$ cat src/hdl/bcp_pkg.sv
// Shared types and character constants for the bubble command parser.
// No dependencies.
package bcp_pkg;

  localparam logic [7:0] CHAR_UPPER_A = 8'h41;
  localparam logic [7:0] CHAR_UPPER_Z = 8'h5A;
  localparam logic [7:0] CHAR_UPPER_X = 8'h58;
  localparam logic [7:0] CHAR_ZERO    = 8'h30;
  localparam logic [7:0] CHAR_NINE    = 8'h39;
  localparam logic [7:0] CHAR_MINUS   = 8'h2D;
  localparam logic [7:0] CHAR_PLUS    = 8'h2B;
  localparam logic [7:0] CHAR_LOWER_X = 8'h78;
  localparam logic [7:0] CHAR_LOWER_Y = 8'h79;
  localparam logic [7:0] CHAR_LOWER_Z = 8'h7A;
  localparam logic [7:0] CHAR_LOWER_R = 8'h72;

  localparam int unsigned ACC_BITS = 15;
  localparam int unsigned TAG_BITS = 5;
  localparam logic [ACC_BITS-1:0] ACC_MAX   = 15'd32767;
  localparam logic [TAG_BITS-1:0] TAG_RESET = 5'd23;

  typedef enum logic [3:0] {
    OP_NONE,
    OP_DIGIT,
    OP_MINUS,
    OP_PLUS,
    OP_SET_X,
    OP_SET_Y,
    OP_SET_Z,
    OP_RECORD,
    OP_END,
    OP_TAG
  } op_t;

  typedef struct packed {
    op_t                 op;
    logic [3:0]          digit;
    logic [TAG_BITS-1:0] tag;
  } cmd_t;

endpackage

$ cat src/hdl/bcp_decode.sv
// Character classifier: maps one input word to a parser command.
// Depends on bcp_pkg.
module bcp_decode (
  input  logic [7:0]   char_in,
  output bcp_pkg::cmd_t cmd
);
  import bcp_pkg::*;

  always_comb begin
    cmd.op    = OP_NONE;
    cmd.digit = char_in[3:0];
    cmd.tag   = TAG_BITS'(char_in - CHAR_UPPER_A);
    if (char_in == CHAR_UPPER_X) begin
      cmd.op = OP_END;
    end else if (char_in >= CHAR_UPPER_A && char_in <= CHAR_UPPER_Z) begin
      cmd.op = OP_TAG;
    end else if (char_in >= CHAR_ZERO && char_in <= CHAR_NINE) begin
      cmd.op = OP_DIGIT;
    end else begin
      case (char_in)
        CHAR_MINUS:   cmd.op = OP_MINUS;
        CHAR_PLUS:    cmd.op = OP_PLUS;
        CHAR_LOWER_X: cmd.op = OP_SET_X;
        CHAR_LOWER_Y: cmd.op = OP_SET_Y;
        CHAR_LOWER_Z: cmd.op = OP_SET_Z;
        CHAR_LOWER_R: cmd.op = OP_RECORD;
        default:      cmd.op = OP_NONE;
      endcase
    end
  end

endmodule

$ cat src/hdl/bcp_state.sv
// Parser state: accumulator, sign, coordinates and tag, plus result forming.
// Depends on bcp_pkg.
module bcp_state #(
  parameter int unsigned COORD_BITS = 16
) (
  input  logic                        clk,
  input  logic                        rst,
  input  logic                        fire,
  input  bcp_pkg::cmd_t               cmd,
  output logic                        emit,
  output logic                        res_kind,
  output logic signed [COORD_BITS-1:0] res_x,
  output logic signed [COORD_BITS-1:0] res_y,
  output logic signed [COORD_BITS-1:0] res_depth,
  output logic [bcp_pkg::ACC_BITS-1:0] res_radius,
  output logic [bcp_pkg::TAG_BITS-1:0] res_tag
);
  import bcp_pkg::*;

  localparam logic [32:0] LIMIT = (33'd1 << (COORD_BITS - 1)) - 33'd1;

  logic [ACC_BITS-1:0]          accum, accum_next;
  logic                         negative, negative_next;
  logic signed [COORD_BITS-1:0] cur_x, cur_x_next;
  logic signed [COORD_BITS-1:0] cur_y, cur_y_next;
  logic signed [COORD_BITS-1:0] cur_depth, cur_depth_next;
  logic [TAG_BITS-1:0]          cur_tag, cur_tag_next;

  logic [ACC_BITS+3:0] grown;
  logic [32:0]         mag;
  logic [32:0]         pos_val, neg_val;
  logic [COORD_BITS-1:0] coord_signed, coord_negated;

  always_comb begin
    grown = ({4'd0, accum} << 3) + ({4'd0, accum} << 1) + {15'd0, cmd.digit};
    mag   = ({18'd0, accum} > LIMIT) ? LIMIT : {18'd0, accum};
    pos_val = mag;
    neg_val = 33'd0 - mag;
    coord_signed  = negative ? neg_val[COORD_BITS-1:0] : pos_val[COORD_BITS-1:0];
    coord_negated = negative ? pos_val[COORD_BITS-1:0] : neg_val[COORD_BITS-1:0];
  end

  always_comb begin
    accum_next     = accum;
    negative_next  = negative;
    cur_x_next     = cur_x;
    cur_y_next     = cur_y;
    cur_depth_next = cur_depth;
    cur_tag_next   = cur_tag;
    emit           = 1'b0;
    res_kind       = 1'b0;
    res_x          = cur_x;
    res_y          = cur_y;
    res_depth      = cur_depth;
    res_radius     = accum;
    res_tag        = cur_tag;
    case (cmd.op)
      OP_DIGIT: begin
        accum_next = (grown > {4'd0, ACC_MAX}) ? ACC_MAX : grown[ACC_BITS-1:0];
      end
      OP_MINUS: begin
        accum_next    = '0;
        negative_next = 1'b1;
      end
      OP_PLUS: begin
        accum_next    = '0;
        negative_next = 1'b0;
      end
      OP_SET_X: begin
        cur_x_next    = coord_signed;
        accum_next    = '0;
        negative_next = 1'b0;
      end
      OP_SET_Y: begin
        cur_y_next    = coord_signed;
        accum_next    = '0;
        negative_next = 1'b0;
      end
      OP_SET_Z: begin
        cur_depth_next = coord_negated;
        accum_next     = '0;
        negative_next  = 1'b0;
      end
      OP_RECORD: begin
        emit          = 1'b1;
        accum_next    = '0;
        negative_next = 1'b0;
      end
      OP_END: begin
        emit           = 1'b1;
        res_kind       = 1'b1;
        res_x          = '0;
        res_y          = '0;
        res_depth      = '0;
        res_radius     = '0;
        res_tag        = '0;
        accum_next     = '0;
        negative_next  = 1'b0;
        cur_x_next     = '0;
        cur_y_next     = '0;
        cur_depth_next = '0;
        cur_tag_next   = TAG_RESET;
      end
      OP_TAG: begin
        cur_tag_next = cmd.tag;
      end
      default: begin
        accum_next = accum;
      end
    endcase
  end

  always_ff @(posedge clk) begin
    if (rst) begin
      accum     <= '0;
      negative  <= 1'b0;
      cur_x     <= '0;
      cur_y     <= '0;
      cur_depth <= '0;
      cur_tag   <= TAG_RESET;
    end else if (fire) begin
      accum     <= accum_next;
      negative  <= negative_next;
      cur_x     <= cur_x_next;
      cur_y     <= cur_y_next;
      cur_depth <= cur_depth_next;
      cur_tag   <= cur_tag_next;
    end
  end

endmodule

$ cat src/hdl/bubble_command_parser.sv
// Bubble command parser: takes one ASCII character word per cycle, unless
// in_stall is high, and emits bubble records and end-of-list markers.
// Depends on bcp_pkg, bcp_decode and bcp_state.
//
// Input channel: in_valid, in_stall, char_in. A word is taken at a rising
// edge with in_valid high and in_stall low.
// Output channel: out_valid, out_stall and the result fields kind, pos_x,
// pos_y, pos_depth, radius and tag_index. Only 'r' and 'X' produce a result.
// A character taken at an accept edge lands in the input register; it is
// parsed and its result loaded into the output register at the first later
// edge on which the output register is empty or out_stall is low.
// Throughput: one character per cycle while no pending result is stalled,
// set by the single parse step between the input and output registers.
// Reset (rst, synchronous) empties both registers and returns the parser
// state to zero coordinates, positive sign and tag letter X.
// While out_stall holds a pending result, the parse step halts and in_stall
// rises once the input register is also occupied; no word is dropped.
module bubble_command_parser #(
  parameter int unsigned COORD_BITS = 16
) (
  input  logic                         clk,
  input  logic                         rst,
  input  logic                         in_valid,
  output logic                         in_stall,
  input  logic [7:0]                   char_in,
  output logic                         out_valid,
  input  logic                         out_stall,
  output logic                         kind,
  output logic signed [COORD_BITS-1:0] pos_x,
  output logic signed [COORD_BITS-1:0] pos_y,
  output logic signed [COORD_BITS-1:0] pos_depth,
  output logic [bcp_pkg::ACC_BITS-1:0] radius,
  output logic [bcp_pkg::TAG_BITS-1:0] tag_index
);
  import bcp_pkg::*;

  logic       char_valid;
  logic [7:0] char_r;
  logic       advance;
  logic       fire;
  cmd_t       cmd;

  logic                         emit;
  logic                         res_kind;
  logic signed [COORD_BITS-1:0] res_x, res_y, res_depth;
  logic [ACC_BITS-1:0]          res_radius;
  logic [TAG_BITS-1:0]          res_tag;

  assign advance  = !out_valid || !out_stall;
  assign fire     = char_valid && advance;
  assign in_stall = char_valid && !advance;

  always_ff @(posedge clk) begin
    if (rst) begin
      char_valid <= 1'b0;
    end else if (!in_stall) begin
      char_valid <= in_valid;
    end
  end

  always_ff @(posedge clk) begin
    if (!in_stall) begin
      char_r <= char_in;
    end
  end

  bcp_decode u_decode (
    .char_in (char_r),
    .cmd     (cmd)
  );

  bcp_state #(.COORD_BITS(COORD_BITS)) u_state (
    .clk        (clk),
    .rst        (rst),
    .fire       (fire),
    .cmd        (cmd),
    .emit       (emit),
    .res_kind   (res_kind),
    .res_x      (res_x),
    .res_y      (res_y),
    .res_depth  (res_depth),
    .res_radius (res_radius),
    .res_tag    (res_tag)
  );

  always_ff @(posedge clk) begin
    if (rst) begin
      out_valid <= 1'b0;
    end else if (advance) begin
      out_valid <= fire && emit;
    end
  end

  always_ff @(posedge clk) begin
    if (advance) begin
      kind      <= res_kind;
      pos_x     <= res_x;
      pos_y     <= res_y;
      pos_depth <= res_depth;
      radius    <= res_radius;
      tag_index <= res_tag;
    end
  end

endmodule

$ cat config.mk
export PLATFORM = sky130hd
export DESIGN_NAME = bubble_command_parser
export DESIGN_NICKNAME = d
export VERILOG_FILES = /design/src/hdl/bcp_pkg.sv /design/src/hdl/bcp_decode.sv /design/src/hdl/bcp_state.sv /design/src/hdl/bubble_command_parser.sv
export SDC_FILE = /design/constraint.sdc
export NUM_CORES = 1
export LEC_CHECK = 0
export ABC_AREA = 1
export BUFFER_PORTS_ARGS = -buffer_cell sky130_fd_sc_hd__buf_4
export CELL_PAD_IN_SITES_DETAIL_PLACEMENT = 1
export CELL_PAD_IN_SITES_GLOBAL_PLACEMENT = 1
export CORE_MARGIN = 3
export CORE_UTILIZATION = 48
export DETAILED_ROUTE_END_ITERATION = 10
export HOLD_SLACK_MARGIN = 0.15
export PLACE_DENSITY = 0.93
export SLEW_MARGIN = 25
export SYNTH_ARGS = -nofsm -noshare
export SYNTH_HDL_FRONTEND = slang
export SYNTH_HIERARCHICAL = 1
export SYNTH_SLANG_ARGS = --single-unit
$ cat constraint.sdc
create_clock -name clk -period 4.9 [get_ports clk]
set_input_delay 0.245 -clock clk [delete_from_list [all_inputs] [get_ports clk]]
set_output_delay 0.245 -clock clk [all_outputs]
set_load 0.01 [all_outputs]
==> results.tsv <==
metric	value	unit
clk sinks	148	
critical path fanouts, max	53	
Crit Path Class	reg -> reg	
area added between synthesis and finish	17.20	%
Req. time, crit path	5270	ps
GRT Resource Usage Total	28.13	%
CP delay by family, top	simple AND/OR/NAND/NOR gates	
H-tree Lvls	4	
Diodes inserted	0	
CTS tree	yes	
worst-path cell chain	inv_1 > ha_1 > inv_1 > nor2_1 > nand2_1 > nand2_1 > nand2_1 > a21oi_2 > nor2_1 > nand2_2 > inv_2 > nor2_2 > inv_1 > o22ai_1 > o21ai_1 > inv_1	
clk_lat worst skew	430	ps
syn_area_per_cell	8.477	um^2
crit share post-route	85.90	%
sequential share of the synthesized area	47.36	%
hpwl dp	15280	um
DR WL/cell	20.74	um
DRC viols	0	
CP bufs+invs	5	
Critical Path Most Common Cell	inv_1	
fin util	57.75	%
TritonRoute pass-1 iters	5	
worst vdd ir	0.2603	mV
yosys warns	6	
first-pass GRT wire length	39920	um
Post-CTS Setup Bufs	0	
max-cap violations	0	
commonest non-fill, non-tap cells in the layout	159 x nand2_1, 151 x inv_1, 108 x nor2_1	
max frequency	0.2376	GHz
vias per std cell	5.632	
Starting Density	49.27	%
Synth top area share	29.33	%
final number of max-transition violations	0	
largest net degree at the start of global routing	71	
PwrDens	322.1	mW/mm^2
clock slew at reported path FFs	70	ps
GP Congestion	0.8494	
DIE AREA	0.01800	mm^2
NumNets Final	1055	
CTS Buffer Depth	2	
final hold violation count	0	
Leakage	4.502	nW
synthesized cell area	0.007884	mm^2
Top-Level Pins	83	
crit path max-delay cell type	nor2_2	
status	finished clean	
DRT antenna net count	0	
Seq cells post-synth	148	
Root Buffer	clkbuf_16	
CP max stage delay	730	ps
slew margin rel.	33.04	%
Core ar.	0.01600	mm^2
Die H	134.2	um
CP startpoint kind	register	
Initial DRC Count	632	
Worst-Margin Slew	1004	ps
setup_tns	0	ps
Area contributors post-synth	edfxtp_1 29%, dfxtp_1 18%, nand2_1 7.6%, inv_1 7.2%, ha_1 5.6%	
Syn Nets	979	
CTS buffer count	17	
RSZ-0062 raised after global routing	false	
Hold Crit Class	in -> reg	
number of global-route vias before repair	7282	
row count	46	
Post-Synthesis Cells	930	
Cell variety after synth	43	
WP data arrival	4580	ps
PortBufs	82	
detailed-route via count	6955	
DIE WIDTH	134.2	um
final setup vio count	0	
cell accounting for the most synthesized area	edfxtp_1	
drt total wl	25610	um
initial antenna violation count	0	
post-layout min period	4209	ps
CP Capture Type	register	
most common cell after layout, fill and taps aside	nand2_1	
layout cells sized above 1	20.12	%
cts repair resizes	0	
clock skew	11.77	ps
GR Overflow Total	0	
==> timing repair <==
item,4_1_cts,5_1_grt
hold endpoints to repair,9,0
setup endpoints to repair,0,0
hold buffers,9,0
==> layer usage <==
metal	share of wire [%]	GRT usage, %	routed length, um	up-vias
met2	51	50.20	12930	353
met5	0	0	0	-
li1	-	-	-	3137
met4	4.0	12.22	1037	0
met1	40	33.43	10120	3373
met3	5.9	4.651	1521	92
==> cells in the mapped netlist, drive strengths merged <==
| library cell | count |
|---|---|
| xnor2 | 10 |
| a211oi | 1 |
| o21ai | 42 |
| o211ai | 8 |
| inv | 165 |
| o31ai | 1 |
| fa | 2 |
| nand4 | 9 |
| o22ai | 12 |
| clkinv | 4 |
| a2bb2oi | 1 |
| ha | 35 |
| a22oi | 3 |
| dfxtp | 71 |
| and2 | 1 |
| a21oi | 81 |
| nand3 | 43 |
| buf | 26 |
| xor2 | 13 |
| a31oi | 2 |
| nor2 | 120 |
| nor3 | 12 |
| o221ai | 1 |
| edfxtp | 77 |
| nand2 | 180 |
| clkbuf | 10 |
==> flip-flops by register name, indices dropped and copies added, names as in the netlist, 15 cells and up <==
register and flops:
u_state/cur_x 16, u_state/accum 15, u_state/cur_y 16, pos_x 16
u_state/cur_depth 16, pos_depth 16, pos_y 16, radius 15
==> report_power, final <==
part	switching, W	internal, W
registers	0.0000236	0.00134
clock network	0.000585	0.000767
logic	0.000176	0.0000865
total	0.000784	0.00219
==> through the flow <==
stage	cell area [um^2]	hold WS, ps	total power (W)	cells	worst slack [ps]
floorplan	7884	307.4	0.001540	930	2354
global placement	8543	423.9	0.001605	1194	1388
detailed placement	8543	424.6	0.001621	1194	1168
CTS	9229	263.9	0.002979	1235	722.5
global route	9240	313.2	0.003054	1235	498.6
finish	9240	277.0	0.002977	1235	690.8
==> final timing paths <==
path / cells after the start / from / slack [ps] / to
worst min register to register: 2 / u_state/cur_x[0] / 470 / u_state/cur_x[0]
worst max register to register: 16 / char_r[0] / 690 / u_state/cur_y[6]
worst min-delay path: 3 / out_stall / 280 / char_valid
worst max-delay path: 16 / char_r[0] / 690 / u_state/cur_y[6]
==> logic make-up (layout without fill, tap and decap cells) <==
family	Yosys count	after routing	synth area share (%)
compound gates	152	152	11.71
fa+ha+maj	37	37	6.063
simple gates	365	365	21.14
buf+inv	205	294	11.17
flops	148	148	47.36
xor+xnor	23	23	2.555
==> worst register-to-register path, stage by stage (launching register included) <==
cell and delay, ps:
edfxtp_1 430, inv_1 200, ha_1 220, inv_1 60
nor2_1 140, nand2_1 70, nand2_1 120, nand2_1 130
a21oi_2 280, nor2_1 130, nand2_2 140, inv_2 360
nor2_2 740, inv_1 440, o22ai_1 450, o21ai_1 130
inv_1 130
==> final cells by class <==
class	count	area, um^2
Clock buffer	18	429.2
Clock inverter	14	166.4
Fill cell	1920	6760
Inverter	169	636.9
Multi-Input combinational cell	577	3283
Sequential cell	148	3734
Tap cell	216	270.3
Timing Repair Buffer	93	720.7
Power figures use the tool's default switching activity.
